`src/sv/bcc_pkg.sv`:
```
// Shared constants, codes and the mnemonic table for the reply frame parser.
package bcc_pkg;

  localparam int unsigned MANT_W   = 21;
  localparam int unsigned IDX_W    = 5;
  localparam int unsigned STATUS_W = 3;
  localparam int unsigned PLACES_W = 3;
  localparam int unsigned MNEM_CNT = 21;

  typedef logic [7:0]          byte_t;
  typedef logic [15:0]         mnem_t;
  typedef logic [IDX_W-1:0]    idx_t;
  typedef logic [STATUS_W-1:0] status_t;

  localparam byte_t CH_STX   = 8'h02;
  localparam byte_t CH_ETX   = 8'h03;
  localparam byte_t CH_ACK   = 8'h06;
  localparam byte_t CH_NAK   = 8'h15;
  localparam byte_t CH_ZERO  = 8'h30;
  localparam byte_t CH_NINE  = 8'h39;
  localparam byte_t CH_POINT = 8'h2E;
  localparam byte_t CH_MINUS = 8'h2D;
  localparam byte_t CH_PLUS  = 8'h2B;
  localparam byte_t CH_SPACE = 8'h20;

  localparam status_t ST_VALUE     = 3'd0;
  localparam status_t ST_MISMATCH  = 3'd1;
  localparam status_t ST_ACK       = 3'd2;
  localparam status_t ST_NAK       = 3'd3;
  localparam status_t ST_MALFORMED = 3'd4;

  localparam idx_t IDX_UNKNOWN = 5'd21;

  // Two letters per entry, first letter in the high byte.
  localparam mnem_t MNEM_TABLE [MNEM_CNT] = '{
    "OP", "PV", "A1", "A2", "HA", "LA", "DA",
    "BP", "CC", "CH", "HO", "HS", "LS", "RG",
    "SL", "SP", "TD", "TI", "XP", "HB", "LB"
  };

endpackage

```
`src/sv/bcc_ifs.sv`:
```
// Valid/ready channel interfaces for the byte input and the parsed result.
interface bcc_in_if;
  logic       valid;
  logic       ready;
  logic [7:0] rx_byte;

  modport source (output valid, output rx_byte, input ready);
  modport sink   (input valid, input rx_byte, output ready);
endinterface

interface bcc_out_if;
  logic               valid;
  logic               ready;
  logic [2:0]         status;
  logic [4:0]         param_index;
  logic signed [20:0] value_mantissa;
  logic [2:0]         decimal_places;

  modport source (output valid, output status, output param_index,
                  output value_mantissa, output decimal_places, input ready);
  modport sink   (input valid, input status, input param_index,
                  input value_mantissa, input decimal_places, output ready);
endinterface

```
`src/sv/bcc_reply_frame_parser.sv`:
```
// Top level: byte-serial reply frame parser with block check and value decode.
// A result appears on the output register in the cycle after the byte
// that completes it (check byte, ACK or NAK) is accepted.
// Throughput: one byte per cycle; the whole frame state updates in the accept
// cycle and a held result stalls input only while the output register is full
// and not being taken.
// Reset: synchronous active-low rst_n returns to hunting for STX, clears state.
module bcc_reply_frame_parser
  import bcc_pkg::*;
#(
  parameter int unsigned MAX_DIGITS = 6
) (
  input  logic         clk,
  input  logic         rst_n,
  bcc_in_if.sink       in_ch,
  bcc_out_if.source    out_ch
);

  localparam int unsigned CNT_W = $clog2(MAX_DIGITS + 1);

  localparam logic [2:0] PH_HUNT  = 3'd0;
  localparam logic [2:0] PH_MN1   = 3'd1;
  localparam logic [2:0] PH_MN2   = 3'd2;
  localparam logic [2:0] PH_VALUE = 3'd3;
  localparam logic [2:0] PH_CHECK = 3'd4;

  logic [2:0]        phase_r,  phase_nxt;
  byte_t             bcc_r,    bcc_nxt;
  mnem_t             mnem_r,   mnem_nxt;
  logic [MANT_W-1:0] mant_r,   mant_nxt;
  logic [CNT_W-1:0]  dig_r,    dig_nxt;
  logic [CNT_W-1:0]  plc_r,    plc_nxt;
  logic              point_r,  point_nxt;
  logic              neg_r,    neg_nxt;
  logic              bad_r,    bad_nxt;
  logic              lead_r,   lead_nxt;

  logic                     out_valid_r;
  status_t                  out_status_r;
  idx_t                     out_idx_r;
  logic [MANT_W-1:0]        out_mant_r;
  logic [PLACES_W-1:0]      out_plc_r;

  logic                load;
  logic                accept;
  byte_t               c;
  idx_t                mnem_idx;
  logic                res_valid;
  status_t             res_status;
  idx_t                res_idx;
  logic [MANT_W-1:0]   res_mant;
  logic [PLACES_W-1:0] res_plc;

  bcc_mnem_lookup u_lookup (
    .mnem  (mnem_r),
    .index (mnem_idx)
  );

  assign load        = out_ch.ready || !out_valid_r;
  assign in_ch.ready = load;
  assign accept      = in_ch.valid && load;
  assign c           = in_ch.rx_byte;

  always_comb begin
    phase_nxt  = phase_r;
    bcc_nxt    = bcc_r;
    mnem_nxt   = mnem_r;
    mant_nxt   = mant_r;
    dig_nxt    = dig_r;
    plc_nxt    = plc_r;
    point_nxt  = point_r;
    neg_nxt    = neg_r;
    bad_nxt    = bad_r;
    lead_nxt   = lead_r;
    res_valid  = 1'b0;
    res_status = ST_VALUE;
    res_idx    = IDX_UNKNOWN;
    res_mant   = '0;
    res_plc    = '0;

    if (accept) begin
      if (c == CH_STX && phase_r != PH_CHECK) begin
        // (Re)start a frame from any phase except the check byte.
        phase_nxt = PH_MN1;
        bcc_nxt   = '0;
        mnem_nxt  = '0;
        mant_nxt  = '0;
        dig_nxt   = '0;
        plc_nxt   = '0;
        point_nxt = 1'b0;
        neg_nxt   = 1'b0;
        bad_nxt   = 1'b0;
        lead_nxt  = 1'b0;
      end else begin
        unique case (phase_r)
          PH_MN1, PH_MN2: begin
            bcc_nxt = bcc_r ^ c;
            if (c == CH_ETX) begin
              bad_nxt   = 1'b1;
              phase_nxt = PH_CHECK;
            end else if (phase_r == PH_MN1) begin
              mnem_nxt  = {c, 8'h00};
              phase_nxt = PH_MN2;
            end else begin
              mnem_nxt  = {mnem_r[15:8], c};
              phase_nxt = PH_VALUE;
            end
          end
          PH_VALUE: begin
            bcc_nxt = bcc_r ^ c;
            if (c == CH_ETX) begin
              phase_nxt = PH_CHECK;
            end else if (c >= CH_ZERO && c <= CH_NINE) begin
              lead_nxt = 1'b1;
              if (dig_r >= CNT_W'(MAX_DIGITS)) begin
                bad_nxt = 1'b1;
              end else begin
                mant_nxt = (mant_r << 3) + (mant_r << 1) + MANT_W'(c[3:0]);
                dig_nxt  = dig_r + 1'b1;
                if (point_r) begin
                  plc_nxt = plc_r + 1'b1;
                end
              end
            end else if (c == CH_POINT) begin
              if (point_r) begin
                bad_nxt = 1'b1;
              end
              point_nxt = 1'b1;
              lead_nxt  = 1'b1;
            end else if (c == CH_MINUS || c == CH_PLUS) begin
              if (lead_r) begin
                bad_nxt = 1'b1;
              end else if (c == CH_MINUS) begin
                neg_nxt = 1'b1;
              end
              lead_nxt = 1'b1;
            end else if (c == CH_SPACE && !lead_r) begin
              // skip leading space
            end else begin
              bad_nxt = 1'b1;
            end
          end
          PH_CHECK: begin
            phase_nxt = PH_HUNT;
            res_valid = 1'b1;
            if (c != bcc_r) begin
              res_status = ST_MISMATCH;
            end else if (bad_r || dig_r == '0) begin
              res_status = ST_MALFORMED;
              res_idx    = mnem_idx;
            end else begin
              res_status = ST_VALUE;
              res_idx    = mnem_idx;
              res_mant   = neg_r ? (MANT_W'(0) - mant_r) : mant_r;
              res_plc    = PLACES_W'(plc_r);
            end
          end
          default: begin
            phase_nxt = PH_HUNT;
            if (c == CH_ACK) begin
              res_valid  = 1'b1;
              res_status = ST_ACK;
            end else if (c == CH_NAK) begin
              res_valid  = 1'b1;
              res_status = ST_NAK;
            end
          end
        endcase
      end
    end
  end

  always_ff @(posedge clk) begin
    if (!rst_n) begin
      phase_r <= PH_HUNT;
      bcc_r   <= '0;
      mnem_r  <= '0;
      mant_r  <= '0;
      dig_r   <= '0;
      plc_r   <= '0;
      point_r <= 1'b0;
      neg_r   <= 1'b0;
      bad_r   <= 1'b0;
      lead_r  <= 1'b0;
    end else begin
      phase_r <= phase_nxt;
      bcc_r   <= bcc_nxt;
      mnem_r  <= mnem_nxt;
      mant_r  <= mant_nxt;
      dig_r   <= dig_nxt;
      plc_r   <= plc_nxt;
      point_r <= point_nxt;
      neg_r   <= neg_nxt;
      bad_r   <= bad_nxt;
      lead_r  <= lead_nxt;
    end
  end

  // Output register: refill whenever it is empty or being drained.
  always_ff @(posedge clk) begin
    if (!rst_n) begin
      out_valid_r <= 1'b0;
    end else if (load) begin
      out_valid_r <= res_valid;
    end
  end

  always_ff @(posedge clk) begin
    if (load && res_valid) begin
      out_status_r <= res_status;
      out_idx_r    <= res_idx;
      out_mant_r   <= res_mant;
      out_plc_r    <= res_plc;
    end
  end

  assign out_ch.valid          = out_valid_r;
  assign out_ch.status         = out_status_r;
  assign out_ch.param_index    = out_idx_r;
  assign out_ch.value_mantissa = $signed(out_mant_r);
  assign out_ch.decimal_places = out_plc_r;

endmodule

```
`src/sv/bcc_mnem_lookup.sv`:
```
// Mnemonic to parameter index lookup over the constant table.
module bcc_mnem_lookup
  import bcc_pkg::*;
(
  input  mnem_t mnem,
  output idx_t  index
);

  always_comb begin
    index = IDX_UNKNOWN;
    for (int i = MNEM_CNT - 1; i >= 0; i--) begin
      if (mnem == MNEM_TABLE[i]) begin
        index = IDX_W'(i);
      end
    end
  end

endmodule
```
`src/flat_wrapper.sv`:
```
// flat-port wrapper written by rule: the top's interface ports become plain ports
module bcc_reply_frame_parser_flat import bcc_pkg::*;
#(
  parameter int unsigned MAX_DIGITS = 6
)
  (clk, rst_n, in_ch_valid, in_ch_rx_byte, in_ch_ready, out_ch_valid, out_ch_status, out_ch_param_index, out_ch_value_mantissa, out_ch_decimal_places, out_ch_ready);
  bcc_in_if in_ch_i ();
  bcc_out_if out_ch_i ();
  input  logic clk;
  input  logic rst_n;
  input wire logic [$bits(in_ch_i.valid)-1:0] in_ch_valid;
  input wire logic [$bits(in_ch_i.rx_byte)-1:0] in_ch_rx_byte;
  output wire logic [$bits(in_ch_i.ready)-1:0] in_ch_ready;
  output wire logic [$bits(out_ch_i.valid)-1:0] out_ch_valid;
  output wire logic [$bits(out_ch_i.status)-1:0] out_ch_status;
  output wire logic [$bits(out_ch_i.param_index)-1:0] out_ch_param_index;
  output wire logic [$bits(out_ch_i.value_mantissa)-1:0] out_ch_value_mantissa;
  output wire logic [$bits(out_ch_i.decimal_places)-1:0] out_ch_decimal_places;
  input wire logic [$bits(out_ch_i.ready)-1:0] out_ch_ready;
  assign in_ch_i.valid = in_ch_valid;
  assign in_ch_i.rx_byte = in_ch_rx_byte;
  assign in_ch_ready = in_ch_i.ready;
  assign out_ch_valid = out_ch_i.valid;
  assign out_ch_status = out_ch_i.status;
  assign out_ch_param_index = out_ch_i.param_index;
  assign out_ch_value_mantissa = out_ch_i.value_mantissa;
  assign out_ch_decimal_places = out_ch_i.decimal_places;
  assign out_ch_i.ready = out_ch_ready;
  bcc_reply_frame_parser #(.MAX_DIGITS(MAX_DIGITS)) u_core (.clk(clk), .rst_n(rst_n), .in_ch(in_ch_i), .out_ch(out_ch_i));
endmodule
```
`config.mk`:
```
export PLATFORM = sky130hd
export DESIGN_NAME = bcc_reply_frame_parser_flat
export DESIGN_NICKNAME = d
export VERILOG_FILES = /design/src/sv/bcc_pkg.sv /design/src/sv/bcc_ifs.sv /design/src/sv/bcc_reply_frame_parser.sv /design/src/sv/bcc_mnem_lookup.sv /design/src/flat_wrapper.sv
export SDC_FILE = /design/constraint.sdc
export NUM_CORES = 1
export LEC_CHECK = 0
export BUFFER_PORTS_ARGS = -buffer_cell sky130_fd_sc_hd__buf_2
export CAP_MARGIN = 10
export CORE_ASPECT_RATIO = 0.6
export CORE_MARGIN = 3
export CORE_UTILIZATION = 55
export DETAILED_ROUTE_END_ITERATION = 7
export PLACE_DENSITY = 0.7
export SKIP_LAST_GASP = 1
export SLEW_MARGIN = 30
export SYNTH_ARGS = -nofsm -noshare
export SYNTH_HDL_FRONTEND = slang
export SYNTH_SLANG_ARGS = --single-unit
```
`constraint.sdc`:
```
create_clock -name clk -period 3.45 [get_ports clk]
set_input_delay 0.69 -clock clk [delete_from_list [all_inputs] [get_ports clk]]
set_output_delay 0.69 -clock clk [all_outputs]
set_load 0.01 [all_outputs]
```
Yosys cells after proc, flatten, opt, wreduce, memory -nomap -nowiden:

Index checks and enable logic that the tools add are counted.

* register bits after elaboration: 91
* output and inout port bits: 34
* word-level logic and storage cells: 204

* $add $sub $neg: 5
* $lt $le $gt $ge: 3
* equal/unequal tests: 47
* multiplexer cells: 89
* bitwise logic cells: 3
* reduce and logical (&&, ||, !) cells: 39

Operators by type and width (number)
* 16-bit by 15-bit == test with 1-bit output, second input constant: 21
* 21-bit two-way mux: 6
* 5-bit two-way mux: 20
* 16-bit two-way mux: 4
* 3-bit two-way mux: 17
* 1-bit two-way mux: 35
* 8-bit by 6-bit == test with 1-bit output, second input constant: 4
* 21-bit adder: 1
* 21-bit by 4-bit adder with 21-bit output: 1
* 1-bit by 21-bit subtractor with 21-bit output, first input constant: 1
* 2-bit nonzero test: 9
* 8-bit by 2-bit == test with 1-bit output, second input constant: 2
* 8-bit two-way mux: 2
* 8-bit AND reduction: 2
* 6-bit by 2-bit inequality test with 1-bit output, second input constant: 2
* 3-bit one-hot mux with 2 select lines: 2
* 12-bit OR reduction: 1
* 5-bit AND reduction: 2
* 8-bit by 3-bit == test with 1-bit output, second input constant: 1
* 8-bit by 5-bit == test with 1-bit output, second input constant: 1
* 8-bit by 6-bit greater-or-equal comparator with 1-bit output, second input constant: 1
* 8-bit by 6-bit less-or-equal comparator with 1-bit output, second input constant: 1
* 2-bit by 1-bit inequality test with 1-bit output, second input constant: 4
* 8-bit inequality test: 1
* other kinds (30): 45

Logic depth before layout (Yosys ltp):

* depth in word-level cells: 22
* mapped depth: 10
* mapped depth without buffers: 9

Cells and area by module:

Synthesis repeated with hierarchy kept, for this count alone.

* cell total of the unflattened synthesis: 657
* area, all modules: 5904.4 um^2

Modules (own cells, without submodules)
* bcc_reply_frame_parser: instances 1, cells an instance 567, area each 5321.4 um^2
* bcc_mnem_lookup: instances 1, cells an instance 90, area each 583.1 um^2

Worst setup path after synthesis:

Ideal clock, no wire load.

* path kind: input-to-reg
* start point: input port in_ch_rx_byte[3]
* end point: register u_core.mant_r[14]
* setup time: 0.124 ns
* arrival time: 2.790 ns
* data required time: 3.326 ns
* path slack: 0.536 ns
* cell stages on the path: 8
* buffers on the path: 0
* cell sequence: fa_1 -> fa_1 -> a211oi_1 -> o21ai_0 -> a21boi_0 -> o21ai_0 -> xnor2_1 -> o21ai_0

* cells in the longest elaborated chain, start to end: 6

RTL lines
* start, declared: RTL line flat_wrapper.sv:12 `input wire logic [$bits(in_ch_i.rx_byte)-1:0] in_ch_rx_byte;`
* 21-bit by 4-bit adder with 21-bit output: RTL line bcc_reply_frame_parser.sv:118 `mant_nxt = (mant_r << 3) + (mant_r << 1) + MANT_W'(c[3:0]);`
* 21-bit two-way mux: RTL line bcc_reply_frame_parser.sv:115 `if (dig_r >= CNT_W'(MAX_DIGITS)) begin`
* 21-bit two-way mux: RTL line bcc_reply_frame_parser.sv:113 `end else if (c >= CH_ZERO && c <= CH_NINE) begin`
* 21-bit two-way mux: RTL line bcc_reply_frame_parser.sv:111 `if (c == CH_ETX) begin`
* 21-bit two-way mux: RTL line bcc_reply_frame_parser.sv:95 `unique case (phase_r)`
* 21-bit two-way mux: RTL line bcc_reply_frame_parser.sv:82 `if (c == CH_STX && phase_r != PH_CHECK) begin`
* end signal, assigned: RTL line bcc_reply_frame_parser.sv:189 `mant_r <= mant_nxt;`
* end, declared: RTL line bcc_reply_frame_parser.sv:30 `logic [MANT_W-1:0] mant_r, mant_nxt;`

Several ways; a longest one is shown, not always the timed one. The select of a mux whose other input is x is not followed.
A chain may end at the register's enable or synchronous reset.

Worst setup path in the final report:

* start point: register u_core.mant_r[2]
* end point: register u_core.mant_r[14]

* cells in the longest elaborated chain, start to end: 7

RTL lines (RTL line)
* 21-bit adder: bcc_reply_frame_parser.sv:118
* 21-bit by 4-bit adder with 21-bit output: bcc_reply_frame_parser.sv:118
* 21-bit two-way mux: bcc_reply_frame_parser.sv:115
* 21-bit two-way mux: bcc_reply_frame_parser.sv:113
* 21-bit two-way mux: bcc_reply_frame_parser.sv:111
* 21-bit two-way mux: bcc_reply_frame_parser.sv:95
* 21-bit two-way mux: bcc_reply_frame_parser.sv:82

No other way between the ends. The select of a mux whose other input is x is not followed.

==> results.txt <==
- The flow ran to the end, and the final reports show no timing, DRC or antenna violations.
- Worst Slack Setup Final: 0.333 ns
- For this run, the total global-route usage over all layers was measured as 0.255.
- The number of placed instances, taps included, is 841.
- Worst setup slack before clock tree synthesis: 0.0720 ns
- By area the synthesized netlist is led by sky130_fd_sc_hd__dfxtp_1 (19%), sky130_fd_sc_hd__edfxtp_1 (16%), sky130_fd_sc_hd__ha_1 (8.3%).
- Setup repair after global routing left no endpoint under its margin.
- Longest individual stage delay on the worst path: 0.52 ns
- When the netlist entered floorplanning its net count stood at 741.
- Sequential Power Share: 0.523
- Cell internal power was estimated by the tool at between 1500 and 2000 uW.
* Length in cells of the worst reg-to-reg path: 9
* Fin nets: 767
- The final count of hold timing violations is 0.
* Non-filler instance count after layout: about 860
- Syn Std Cell Area: 6060 um2
* Combinational group share of total power: 0.061
- Total iterations of the first detailed-routing run: 5
- Maximum number of pins on one net before global-route repair: 41
- TritonCTS clock tree: done
* Peak supply drop: 241 uV
* Area of the placeable core: roughly 11000 um2
- The netlist uses 71 different library cells.
- In this run the number of H-tree levels came out at 3.
* Ratio of cells with drive above 1 in the final layout: 0.120
- Die W: 142 um
- Counting the fill cells in the layout gives roughly 940.
- Clk sinks: 91
* Leakage power of the design: 0.00245 uW
- Number of standard cells after synthesis: 687
- Dividing the detail-routed wire length by the instance count gives 18.3 um.
* Number of global-route vias before repair: 4879
- Fraction of the core area covered by cells at the end of the flow: 0.620
* Number of port buffers: 45
- Gates resized during post-CTS repair numbered 0.
- Top cell family by delay on the critical path: compound AO/OA/AOI/OAI gates
* Library cell used as clock root buffer: sky130_fd_sc_hd__clkbuf_16
- DRC violation count after routing: 0
- Placed wire-length estimate after detailed placement: 11.5 mm
- For this configuration, the core starts out at a cell density of 0.568.
- Total CTS buffers: 9
- Share of total power consumed by net switching: 0.236
* Drt first-iter violations: 498
- The die is between 80 and 90 um tall.
- The detail route stage leaves a number of antenna-violating nets equal to 0.
* Count of cells along the worst hold path: 2
- Sum of overflow across all layers after global routing: 0
* Boundary pin count: 46
* Data arrival time at the worst-slack endpoint: ~3.3 ns
- Ys flop type: sky130_fd_sc_hd__dfxtp_1
- Post-synth EDFFs: 32
- Critical path start-end classification: reg2reg
- Number of buffers and inverters on the critical path: 1
* Reg2reg setup slack: approximately 0.33 ns
* CTS hold repair buffers: 0
- After clock tree synthesis, the clock-pin slew on the worst setup and hold paths is 0.07 ns.
* Area share of the largest cell type after synthesis: 0.195
- Max-slew headroom: 0.529
* RePlAce Congestion: 0.942
- Setup violations remaining at the end of the flow were counted as 0.
* Fin crit period: between 3 and 4 ns
- Proportion of synthesized chip area in sequential cells: 0.353
* Post-route clock skew: 0.00840 ns
- Using the TritonRoute via totals, the vias-per-cell ratio works out to 6.29.
- Clock insertion delay at the later pin of the skew report: 0.34 ns
- Area Overhead vs Synth: 9.10%
- 0 antenna diodes ended up in the layout.
* Critical Path End Type: flop
- At the pin with the least slew margin, the transition time is 0.697 ns.
* Warnings from Yosys: 0
- CP Data Required Time: around 3.7 ns
* Slowest library cell on the worst path: sky130_fd_sc_hd__fa_1
- STA classifies the critical path startpoint as a flop.
* Final Power: 2160 uW
* Count of max-cap constraint violations: 0
* Initial antenna violation count: 0
- Cell type with the highest occurrence count on the critical path: sky130_fd_sc_hd__o21ai_0
- The floorplan has 29 rows.
- Async S/R FF share, synth: 0
* Min-Delay Startpoint: u_core.dig_r[0]
- The share of total power dissipated in the clock network is 0.416.
* Final-layout setup total negative slack: 0 ns
- The first global-routing pass estimated around 25 mm of wire.
- Critical Path, Cell by Cell: fa_1, fa_1, a211oi_1, o21ai_0, a21boi_0, buf_4, o21ai_0, xnor2_1, o21ai_0
- Number of buffers between clock root and the deepest sink: 2
* Seq cells post-synth: 91
* Worst hold endpoint: u_core.dig_r[0]
- Across all layers, the routed design uses ~5400 vias.
* Avg Synthesized Cell Area: 8.83 um2
- Summed over all nets, the switching power comes to 509 uW.
- The die covers 12400 um2.
* Leading area contributor after synthesis: sky130_fd_sc_hd__dfxtp_1
- Class of the most critical hold timing path: reg2reg
* Areal power density over the cells: 326 nW/um2
* Total count of max-transition violations in the final report: 0
- Routed wire length: 15.7 mm
- Dividing the final minimum period by the clock period gives 0.904.
- Highest fanout seen on the critical path: 8
- Buffers added to address setup during post-CTS repair amount to 0.
- F_max: 321 MHz
- In this run the critical register-to-register path is captured at u_core.mant_r[14].
* Launch instance of the worst register-to-register path: u_core.mant_r[2]
layout make-up:
type / instances / area, um2 / area share
clock buffers: 11 / 233 / 0.0352
well taps: 139 / 174 / 0.0263
inverters: 15 / 56.3 / 0.00851
clock inverters: 5 / 30.0 / 0.00454
repair buffers: 60 / 338 / 0.0511
flip-flops and latches: 91 / 2140 / 0.324
multi-input cells: 536 / 3640 / 0.551
cells in the final DEF, fill, tap and decap left out, types with 15 or more instances in the layout:
cell type	n
sky130_fd_sc_hd__nor2_1	61
sky130_fd_sc_hd__dfxtp_1	59
sky130_fd_sc_hd__nand2_1	55
sky130_fd_sc_hd__o21ai_0	54
sky130_fd_sc_hd__buf_2	45
sky130_fd_sc_hd__ha_1	40
sky130_fd_sc_hd__xnor2_1	32
sky130_fd_sc_hd__edfxtp_1	32
sky130_fd_sc_hd__a21oi_1	30
sky130_fd_sc_hd__nand4_1	27
sky130_fd_sc_hd__nor2b_1	20
sky130_fd_sc_hd__nor3_1	16
sky130_fd_sc_hd__xor2_1	16
sky130_fd_sc_hd__buf_4	15
synth_stat cells (5+ instances only):
cell and n:
sky130_fd_sc_hd__nor2_1 61, sky130_fd_sc_hd__dfxtp_1 59, sky130_fd_sc_hd__nand2_1 55, sky130_fd_sc_hd__o21ai_0 54
sky130_fd_sc_hd__ha_1 40, sky130_fd_sc_hd__edfxtp_1 32, sky130_fd_sc_hd__xnor2_1 32, sky130_fd_sc_hd__a21oi_1 30
sky130_fd_sc_hd__nand4_1 27, sky130_fd_sc_hd__clkbuf_1 20, sky130_fd_sc_hd__nor2b_1 20, sky130_fd_sc_hd__buf_2 18
sky130_fd_sc_hd__nor3_1 16, sky130_fd_sc_hd__xor2_1 16, sky130_fd_sc_hd__inv_1 14, sky130_fd_sc_hd__nand3b_1 13
sky130_fd_sc_hd__a21o_1 11, sky130_fd_sc_hd__a22oi_1 11, sky130_fd_sc_hd__a21boi_0 10, sky130_fd_sc_hd__nand3_1 10
sky130_fd_sc_hd__a21boi_1 7, sky130_fd_sc_hd__a22o_1 7, sky130_fd_sc_hd__a31oi_1 7, sky130_fd_sc_hd__nor3b_1 7
sky130_fd_sc_hd__mux2i_1 6, sky130_fd_sc_hd__o21a_1 6, sky130_fd_sc_hd__o21bai_1 6, sky130_fd_sc_hd__o31ai_1 6
sky130_fd_sc_hd__a211oi_1 5, sky130_fd_sc_hd__nand2b_1 5, sky130_fd_sc_hd__nor4b_1 5, sky130_fd_sc_hd__or4_1 5
worst reg2reg max path, stage by stage, from the launching register on:
cell and delay, ns:
sky130_fd_sc_hd__dfxtp_1 0.49, sky130_fd_sc_hd__fa_1 0.52, sky130_fd_sc_hd__fa_1 0.49, sky130_fd_sc_hd__a211oi_1 0.43
sky130_fd_sc_hd__o21ai_0 0.27, sky130_fd_sc_hd__a21boi_0 0.21, sky130_fd_sc_hd__buf_4 0.15, sky130_fd_sc_hd__o21ai_0 0.11
sky130_fd_sc_hd__xnor2_1 0.22, sky130_fd_sc_hd__o21ai_0 0.11
through the flow:
stage                     area [um2]  hold WS [ns]
after floorplan                 6060         0.438
after global placement          6350         0.467
after detailed placement        6350         0.482
after CTS                       6610         0.490
final                           6620         0.488
after global routing            6620         0.522
cells by family after synthesis:
kind of cell | after synthesis | share of synthesized area
compound gates | 178 | 0.191
xor+xnor | 48 | 0.0693
fa+ha+maj | 43 | 0.0908
buf+inv | 60 | 0.0470
flops | 91 | 0.353
mux | 7 | 0.0118
simple gates | 260 | 0.237
power by group through the flow:
stage / clock network, uW / logic, uW / registers [uW]
after floorplan: 0 / 103 / 1140
after global placement: 0 / 127 / 1150
after detailed placement: 0 / 128 / 1150
after CTS: 910 / 129 / 1130
after global routing: 955 / 145 / 1130
final: 897 / 131 / 1130
flip-flops by register name, summed over array words and instances (netlist names):
| signal | cells |
|---|---|
| u_core.out_ch.param_index | 5 |
| u_core.out_ch.valid | 1 |
| u_core.dig_r | 3 |
| u_core.bad_r | 1 |
| u_core.out_ch.decimal_places | 3 |
| u_core.mant_r | 21 |
| u_core.phase_r | 3 |
| u_core.out_ch.status | 3 |
| u_core.point_r | 1 |
| u_core.out_ch.value_mantissa | 21 |
| u_core.bcc_r | 8 |
| u_core.neg_r | 1 |
| u_core.mnem_r | 16 |
| u_core.plc_r | 3 |
| u_core.lead_r | 1 |
worst max path at each step:
stage,startpoint,endpoint,slack [ns],depth (start not counted)
after global placement,in_ch_rx_byte[3],u_core.mant_r[14],0.18,10
after floorplan,in_ch_rx_byte[3],u_core.mant_r[14],0.54,8
after CTS,u_core.mant_r[2],u_core.mant_r[14],0.42,9
after detailed placement,in_ch_rx_byte[3],u_core.mant_r[14],0.07,10
final,u_core.mant_r[2],u_core.mant_r[14],0.33,9
after global routing,u_core.mant_r[2],u_core.mant_r[14],0.18,9
metal layers:
metal  vias to the layer above  GRT usage  wire length [um]
li1                       2581          -                 -
met1                      2559      0.390              7820
met2                       234      0.353              6340
met3                        20     0.0636              1350
met4                         0     0.0688               189
met5                         -          0                 0
No activity file was read; power rests on OpenSTA's default activity.
